===== src/rtl/sgd_latent_factor_update_top_defines.svh =====
// Assertion macros shared by the SGD update RTL.
// Used by the files that carry concurrent checks; no other dependencies.
`ifndef SGD_LATENT_FACTOR_UPDATE_TOP_DEFINES_SVH
`define SGD_LATENT_FACTOR_UPDATE_TOP_DEFINES_SVH

`ifndef ASSERT_OFF
`define SGD_ASSERT(lbl, prop) lbl: assert property (@(posedge clk) disable iff (!rst_n) (prop)) \
    else $error("sgd assertion failed");
`define SGD_ASSERT_ALWAYS(lbl, prop) lbl: assert property (@(posedge clk) (prop)) \
    else $error("sgd assertion failed");
`else
`define SGD_ASSERT(lbl, prop)
`define SGD_ASSERT_ALWAYS(lbl, prop)
`endif

`endif


===== src/rtl/sgd_pkg.sv =====
// Package for the SGD latent factor update block: widths, types, register codes.
// No dependencies.
`timescale 1ns / 1ps

package sgd_pkg;

    localparam int LATENT_SIZE = 3;
    localparam int NVEC        = 3;
    localparam int VEC_W       = 24;
    localparam int RATE_W      = 8;
    localparam int CNT_W       = 16;
    localparam int ERR_W       = 32;
    localparam int CFG_W       = 24;
    localparam int ADDR_W      = 4;
    localparam int DATA_W      = 32;
    localparam int FRAC        = 20;
    localparam int STEP_FRAC   = 28;
    localparam int LAM_SHIFT   = 4;

    // step size path
    localparam int M_W          = CNT_W + 1;
    localparam int SQ_FRAC      = 32;
    localparam int SQ_X_W       = M_W + SQ_FRAC;
    localparam int SQ_R_W       = SQ_X_W + 1;
    localparam int SQ_Q_W       = (SQ_X_W + 1) / 2;
    localparam int SQRT_STAGES  = SQ_Q_W;
    localparam int P_W          = M_W + SQ_Q_W;
    localparam int P_SPLIT      = 21;
    localparam int PP_W         = CFG_W + P_SPLIT;
    localparam int TS_W         = CFG_W + P_W;
    localparam int T_W          = P_W;
    localparam int DEN_W        = T_W + 1;
    localparam int DEN_ONE_SHIFT = 16;
    localparam int NUM_SHIFT    = 19;
    localparam int NUM_W        = CFG_W + 2 + NUM_SHIFT;
    localparam int STEP_W       = 29;
    localparam int DIV_STAGES   = STEP_W;
    localparam int DIV_R_W      = DEN_W;
    localparam int DLY_STAGES   = SQRT_STAGES + DIV_STAGES + 3;

    // gradient path
    localparam int PROD_W  = 2 * VEC_W;
    localparam int DOT_W   = PROD_W + 2;
    localparam int E40_W   = DOT_W + 1;
    localparam int EB_W    = ERR_W + VEC_W;
    localparam int LV_W    = CFG_W + 1 + VEC_W;
    localparam int G_W     = EB_W + 1;
    localparam int G20_W   = G_W - FRAC;
    localparam int GLO_W   = 18;
    localparam int GHI_W   = G20_W - GLO_W;
    localparam int PLO_W   = STEP_W + GLO_W;
    localparam int PHI_W   = STEP_W + 1 + GHI_W;
    localparam int FULL_W  = PHI_W + GLO_W;
    localparam int DELTA_W = FULL_W - STEP_FRAC;
    localparam int SUM_W   = DELTA_W + 1;
    localparam int GRAD_STAGES = 7;

    localparam logic [CFG_W-1:0] LR_RESET     = 24'd16777;
    localparam logic [CFG_W-1:0] DECAY_RESET  = 24'd15099494;
    localparam logic [CFG_W-1:0] LAMBDA_RESET = 24'd16777;

    typedef logic signed [VEC_W-1:0] vec_t;
    typedef vec_t [NVEC-1:0] vec_arr_t;

    typedef struct packed {
        vec_arr_t          a;
        vec_arr_t          b;
        logic [RATE_W-1:0] rating;
    } item_t;

    typedef struct packed {
        vec_arr_t                 new_a;
        vec_arr_t                 new_b;
        logic signed [ERR_W-1:0]  err;
    } result_t;

    typedef struct packed {
        logic [CFG_W-1:0] lr;
        logic [CFG_W-1:0] decay;
        logic [CFG_W-1:0] lambda;
    } cfg_t;

    typedef enum logic [1:0] {
        REG_LR     = 2'd0,
        REG_DECAY  = 2'd1,
        REG_LAMBDA = 2'd2
    } reg_idx_t;

endpackage


===== src/rtl/sgd_sqrt.sv =====
// Pipelined integer square root, one result bit per stage.
// Depends on sgd_pkg and the assertion macro header.
`timescale 1ns / 1ps
`include "sgd_latent_factor_update_top_defines.svh"

module sgd_sqrt import sgd_pkg::*;
(
    input  logic              clk,
    input  logic              rst_n,
    input  logic              in_valid,
    input  logic [M_W-1:0]    in_m,
    output logic              out_valid,
    output logic [M_W-1:0]    out_m,
    output logic [SQ_Q_W-1:0] out_q
);

    logic              valid_reg [SQRT_STAGES];
    logic [M_W-1:0]    m_reg     [SQRT_STAGES];
    logic [SQ_X_W-1:0] x_reg     [SQRT_STAGES];
    logic [SQ_X_W-1:0] x_next    [SQRT_STAGES];
    logic [SQ_R_W-1:0] r_reg     [SQRT_STAGES];
    logic [SQ_R_W-1:0] r_next    [SQRT_STAGES];

    always_comb
    begin
        logic [SQ_X_W-1:0] x_in;
        logic [SQ_R_W-1:0] r_in;
        logic [SQ_R_W-1:0] bitv;
        logic [SQ_R_W-1:0] trial;
        for (int s = 0; s < SQRT_STAGES; s++)
        begin
            if (s == 0)
            begin
                x_in = {in_m, {SQ_FRAC{1'b0}}};
                r_in = '0;
            end
            else
            begin
                x_in = x_reg[s-1];
                r_in = r_reg[s-1];
            end
            bitv  = SQ_R_W'(1) << (2 * (SQRT_STAGES - 1 - s));
            trial = r_in + bitv;
            if ({1'b0, x_in} >= trial)
            begin
                x_next[s] = x_in - trial[SQ_X_W-1:0];
                r_next[s] = (r_in >> 1) + bitv;
            end
            else
            begin
                x_next[s] = x_in;
                r_next[s] = r_in >> 1;
            end
        end
    end

    always_ff @(posedge clk or negedge rst_n)
    begin
        if (!rst_n)
        begin
            for (int s = 0; s < SQRT_STAGES; s++)
            begin
                valid_reg[s] <= 1'b0;
            end
        end
        else
        begin
            valid_reg[0] <= in_valid;
            for (int s = 1; s < SQRT_STAGES; s++)
            begin
                valid_reg[s] <= valid_reg[s-1];
            end
        end
    end

    always_ff @(posedge clk)
    begin
        m_reg[0] <= in_m;
        for (int s = 1; s < SQRT_STAGES; s++)
        begin
            m_reg[s] <= m_reg[s-1];
        end
        for (int s = 0; s < SQRT_STAGES; s++)
        begin
            x_reg[s] <= x_next[s];
            r_reg[s] <= r_next[s];
        end
    end

    assign out_valid = valid_reg[SQRT_STAGES-1];
    assign out_m     = m_reg[SQRT_STAGES-1];
    assign out_q     = r_reg[SQRT_STAGES-1][SQ_Q_W-1:0];

    `SGD_ASSERT(a_root_fits, out_valid |-> (r_reg[SQRT_STAGES-1][SQ_R_W-1:SQ_Q_W] == '0))
    `SGD_ASSERT(a_rem_fits, out_valid |-> ({1'b0, x_reg[SQRT_STAGES-1]} <= {r_reg[SQRT_STAGES-1], 1'b0}))

endmodule


===== config.mk =====
export PLATFORM = sky130hd
export DESIGN_NAME = sgd_sqrt
export DESIGN_NICKNAME = d
export VERILOG_FILES = /design/src/rtl/sgd_pkg.sv /design/src/rtl/sgd_sqrt.sv
export VERILOG_INCLUDE_DIRS = /design/src /design/src/rtl
export SDC_FILE = /design/constraint.sdc
export NUM_CORES = 2
export LEC_CHECK = 0
export BUFFER_PORTS_ARGS = -buffer_cell sky130_fd_sc_hd__buf_2
export CAP_MARGIN = 0
export CORE_MARGIN = 5
export CORE_UTILIZATION = 50
export DETAILED_ROUTE_END_ITERATION = 16
export HOLD_SLACK_MARGIN = 0.12
export PLACE_DENSITY = 0.66
export SYNTH_ARGS = -nofsm -noshare
export SYNTH_HDL_FRONTEND = slang
export SYNTH_SLANG_ARGS = --single-unit

===== constraint.sdc =====
create_clock -name clk -period 6.05 [get_ports clk]
set_input_delay 0.3025 -clock clk [delete_from_list [all_inputs] [get_ports clk]]
set_output_delay 0.3025 -clock clk [all_outputs]
set_load 0.01 [all_outputs]

# After elaboration in Yosys (flattened, before gate mapping)
# Memories as Yosys holds them, arrays and structs flattened.
# Cells that the tools add are included.
# W data, S select, Z words.
word_totals:
  ram_bits: 2900
  in_bits: 20
  output_inout_bits: 43
  ff_bits: 25
  mem_count: 3
  word_cells: 176
memory_table:
  columns: ["name", "depth", "width", "rd", "rd_clocked_by_memory_dff", "wr", "line_no", "source"]
  rows:
  - ["r_reg", 25, 50, 25, 0, 25, "sgd_sqrt.sv:21", "logic [SQ_R_W-1:0] r_reg [SQRT_STAGES];"]
  - ["x_reg", 25, 49, 24, 0, 25, "sgd_sqrt.sv:19", "logic [SQ_X_W-1:0] x_reg [SQRT_STAGES];"]
  - ["m_reg", 25, 17, 25, 0, 25, "sgd_sqrt.sv:18", "logic [M_W-1:0] m_reg [SQRT_STAGES];"]
classes:
  addsub: 73
  order_cmp: 25
  n_mux: 50
op_table:
  columns: ["operator", "n"]
  rows:
  - ["$mux W49", 26]
  - ["$ge A49 B50 Y1", 24]
  - ["$mux W50", 24]
  - ["$sub A49 B49 Y49", 24]
  - ["$add A49 B1 Y50 const B", 1]
  - ["$add A49 B11 Y50 const B", 1]
  - ["$add A49 B13 Y50 const B", 1]
  - ["$add A49 B15 Y50 const B", 1]
  - ["$add A49 B17 Y50 const B", 1]
  - ["$add A49 B19 Y50 const B", 1]
  - ["$add A49 B21 Y50 const B", 1]
  - ["$add A49 B23 Y50 const B", 1]
  - ["$add A49 B25 Y50 const B", 1]
  - ["$add A49 B27 Y50 const B", 1]
  - ["$add A49 B29 Y50 const B", 1]
  - ["$add A49 B3 Y50 const B", 1]
  - ["$add A49 B31 Y50 const B", 1]
  - ["$add A49 B33 Y50 const B", 1]
  - ["$add A49 B35 Y50 const B", 1]
  - ["$add A49 B37 Y50 const B", 1]
  - ["$add A49 B39 Y50 const B", 1]
  - ["$add A49 B41 Y50 const B", 1]
  - ["$add A49 B43 Y50 const B", 1]
  - ["$add A49 B45 Y50 const B", 1]
  - ["other kinds (30)", 30]

# Logic depth before layout (Yosys ltp)
# An unclocked memory read counts as a cell.
logic_depth:
  depth_word: 4
  ltp_mapped: 14
  ltp_nobuf: 13

# Least setup slack after synthesis
# No wires, ideal clock.
synth_timing:
  path_type: "flip-flop to flip-flop"
  start: "memory x_reg[2][157] (netlist name)"
  end: "memory x_reg[2][237] (netlist name)"
  t_arrival_ns: 2.927
  setup_ns: 0.133
  path_stages_with_launch: 13
  setup_slack_ns: 2.990
  path_cell_list: "dfxtp_1 -> ha_1 -> inv_1 -> fa_1 -> nand2b_1 -> a21oi_1 -> o21a_1 -> a21oi_1 -> or4_1 -> nor2b_1 -> clkbuf_1 -> o41ai_1 -> o21ai_0"
synth_lines:
  columns: ["element", "line_no"]
  rows:
  - ["start, declared", "sgd_sqrt.sv:19"]

==> impl_metrics.csv <==
group,metric,value,unit
logic_synthesis,ys_ff_latch,1336,
timing,fin_crit_sh,75.40,%
pwr,leakage,26.07,nW
logic_synthesis,syn-num-nets,5402,
floorplan,fp-row-count,116,
floorplan,core_region_area,100300,µm²
floorplan,fp.dieW,328.1,µm
timing,layout_setup_ws,1.488,ns
setup_path,crit_top_cell,"inv_1",
route,drt_wl_total,96180,µm
timing,relSlewSlack,15.91,%
setup_path,crit_slowest_cell,"inv_1",
logic_synthesis,yosysWarnings,0,
placement,post-place-ws,1.500,ns
final_layout,drive_above_1_share,7.181,%
timing,worst_pin_slew,1.260,ns
pwr,combPwrFrac,28.5,%
clock_tree,insertion_delay,0.72,ns
timing,hold_violations,0,
logic_synthesis,syn_avg_cell_area,10.02,µm²
clock_tree,cts.sinks,1336,
route,wirelength_met1,42890,µm
pwr,powerDensity,506.6,nW/µm²
setup_path,cp_cell_sequence,"inv_1 > ha_1 > fa_1 > a211oi_1 > o21ai_0 > a21o_1 > a311o_1 > a21oi_1 > inv_1 > o211ai_1 > nor4_1 > xor2_1",
global_routing,grt_use_total,17.74,%
setup_path,start_kind,"register",
setup_path,path_class,"register to register",
pwr,ir_worst_vdd,0.2945,mV
setup_path,crit_start,"r_reg[1][304]",
placement,dp.cells,6369,
global_routing,grt_max_degree,53,
global_routing,grt_pass1_vias,33750,
final_layout,diodes,0,
job,cap_violations,0,
floorplan,ioPinCount,63,
final_layout,largest_reg_flops,561,
logic_synthesis,yosysSeqAreaShare,53.11,%
setup_path,endpoint_kind,"register",
setup_path,crit_path_end,"x_reg[2][389]",
floorplan,dieArea,107700,µm²
timing,rsz0062_at_grt,"no",
route,vias,33820,
final_layout,final_cells,6621,
clock_tree,cts_max_level,4,
pwr,internal_power,0.01944,W
setup_path,crit_fanout,41,
floorplan,initial_core_util,50.45,%
timing,setup-tns-final,0,ns
pwr,switching_share,32.50,%
logic_synthesis,synth_edf_count,0,
global_routing,grt_pass1_wl,160400,µm
route,top_layer,"met4",
global_routing,antenna_found_initial,0,
clock_tree,tritoncts,"yes",
placement,dp_hpwl,71090,µm
logic_synthesis,ys.flop_type,"dfxtp_1",
logic_synthesis,synthDistinctLibCells,94,
setup_path,slowest_delay,0.78,ns
placement,portBuffers,62,
global_routing,overflow,0,
timing,fmax,219.2,MHz
route,wire_per_inst,14.53,µm
clock_tree,cts_resized,0,
worst_hold_path,min_from,"in_m[1]",
worst_hold_path,holdCritPathClass,"primary input to register",
route,drc,0,
clock_tree,cts_root_buffer,"clkbuf_16",
setup_path,worstPathArrival,5.15,ns
setup_path,r2r_slack,1.49,ns
setup_path,r2r_end,"x_reg[2][389]",
setup_path,worstPathRequired,6.64,ns
logic_synthesis,synthArstFlopShare,1.871,%
timing,finClkSkew,0.01997,ns
clock_tree,clock_path_buffers,3,
logic_synthesis,synthCells,5051,
route,routed_via_density,5.108,
timing,finalSetupViolCount,0,
final_layout,final_nets,5518,
setup_path,r2r-start,"r_reg[1][304]",
timing,final_max_slew_viol_count,0,
route,final_antenna_net_count,0,
logic_synthesis,syn_area,50600,µm²
route,firstDrtPassIters,5,
placement,place.gp.congestion,0.8842,
final_layout,area_growth,12.37,%
pwr,p_sw,0.009361,W
clock_tree,clkTransAtPathRegs,0.06,ns
clock_tree,cts_buffers,133,
setup_path,r2r_cells,12,
run_status,status,"complete, no violations",
timing,fin_crit,4.562,ns
pwr,pwr-share-clk,28.6,%
pwr,p_seq_share,42.9,%
route,wl_met3,3221,µm
route,drt_iter0_markers,1665,
route,dr_wl_met2,46300,µm
floorplan,die_h,328.1,µm
## area by class of cell
type | instances | area [µm²]
Clock buffer | 178 | 3740
Clock inverter | 54 | 734.5
Fill cell | 8602 | 43440
Inverter | 434 | 1629
Multi-Input combinational cell | 3170 | 21600
Sequential cell | 1336 | 26870
Tap cell | 1357 | 1698
Timing Repair Buffer | 92 | 585.6
## what timing repair did
| item | in CTS | in global routing |
|---|---|---|
| hold endpoints to repair | 44 | 0 |
| buffers inserted | 0 | 0 |
| hold buffers | 20 | 0 |
## power groups by stage
stage	sequential, W	clock, W	combinational [W]
6_report	0.0124	0.00823	0.00822
5_1_grt	0.0126	0.00884	0.00925
4_1_cts	0.0124	0.00848	0.00818
3_5_place_dp	0.0125	0	0.00811
3_3_place_gp	0.0125	0	0.00803
2_1_floorplan	0.0119	0	0.00659
## critical path, delay by kind of cell (launching register included)
kind	cells	cell delay (ns)
XOR/XNOR	1	0.17
buffers and inverters	2	0.84
AO/OA/AOI/OAI	6	2.28
AND/OR/NAND/NOR	1	0.13
flip-flops	1	0.34
adder cells (fa/ha/maj)	2	0.67
## routing by layer
metal | track usage (%) | up-vias
met5 | 0 | -
met4 | 8.117 | 0
met3 | 2.673 | 231
met2 | 31.41 | 652
met1 | 21.30 | 15390
li1 | - | 17550
## cell usage in the layout, fill, tap and decap left out, types with 22 or more instances in the layout
master and instances:
or4_1 25, mux2_2 40, nand2b_1 61, a31oi_1 24
o31ai_1 40, nor2b_1 30, dfxtp_1 1311, or3_1 52
and3_1 28, xnor2_1 206, nor3_1 118, nor4_1 82
inv_1 432, clkbuf_1 23, a21o_1 107, nor2_1 326
o21bai_1 27, nand3_1 75, a211oi_1 39, clkinv_2 22
o211ai_1 23, ha_1 315, buf_2 62, dfrtp_1 25
clkbuf_16 135, nand2_1 369, nand4_1 43, o21a_1 68
o21ai_0 293, a21oi_1 284, xor2_1 212
## worst min-delay path by stage
stage,endpoint,slack [ns],cells past startpoint
floorplan,out_valid,0.007,0
CTS,m_reg[0][8],0.15,2
global placement,valid_reg[24],0.30,1
finish,m_reg[0][1],0.22,2
detailed placement,m_reg[0][113],0.31,0
global route,m_reg[0][9],0.18,2
## logic make-up (layout without fill, tap and decap cells)
| logic type | after synthesis | count (layout) | synth area share [%] |
|---|---|---|---|
| XOR/XNOR | 418 | 418 | 7.236 |
| buffers and inverters | 545 | 758 | 4.266 |
| AND/OR/NAND/NOR | 1334 | 1334 | 13.08 |
| multiplexers | 49 | 49 | 1.073 |
| AO/OA/AOI/OAI | 1037 | 1037 | 12.80 |
| adder cells (fa/ha/maj) | 331 | 331 | 8.423 |
| flip-flops | 1336 | 1336 | 53.11 |
| other | 1 | 1 | 0.007411 |
## synth_stat cells, types with 7 or more instances
library cell	number	area, µm²
dfxtp_1	1311	26250
inv_1	432	1622
nand2_1	369	1385
nor2_1	326	1224
ha_1	315	3941
o21ai_0	293	1466
a21oi_1	284	1421
xor2_1	212	1857
xnor2_1	206	1804
nor3_1	118	590.6
a21o_1	107	803.3
nor4_1	82	513.0
nand3_1	75	375.4
clkbuf_1	70	262.8
o21a_1	68	510.5
nand2b_1	61	381.6
or3_1	52	325.3
nand4_1	43	269.0
a211oi_1	40	300.3
mux2_2	40	450.4
o31ai_1	40	300.3
nor2b_1	31	193.9
and3_1	28	175.2
o21bai_1	27	202.7
dfrtp_1	25	625.6
or4_1	25	187.7
a31oi_1	24	150.1
o211ai_1	23	172.7
and2_1	19	118.9
or2_2	19	118.9
buf_2	18	90.09
buf_4	18	135.1
fa_1	16	320.3
nor4b_1	16	140.1
a21boi_0	15	112.6
nand3b_1	15	112.6
nand4b_1	15	131.4
a211o_1	13	113.9
a2111oi_0	11	96.34
a31o_2	9	78.83
o2111ai_1	9	78.83
nor3b_1	8	60.06
o31a_1	8	70.07
mux2i_1	7	70.07
## through the flow
stage	util (%)	hold WS [ns]	instance area, µm²	power [W]
after floorplan	-	0.006909	50600	0.01854
after global placement	52.03	0.2968	52180	0.02053
after detailed placement	52.03	0.3121	52180	0.02062
after CTS	56.69	0.1469	56850	0.02901
after global routing	56.69	0.1814	56850	0.03069
final	56.69	0.2155	56850	0.02880
Note: power is estimated with default switching activity, not from simulation.
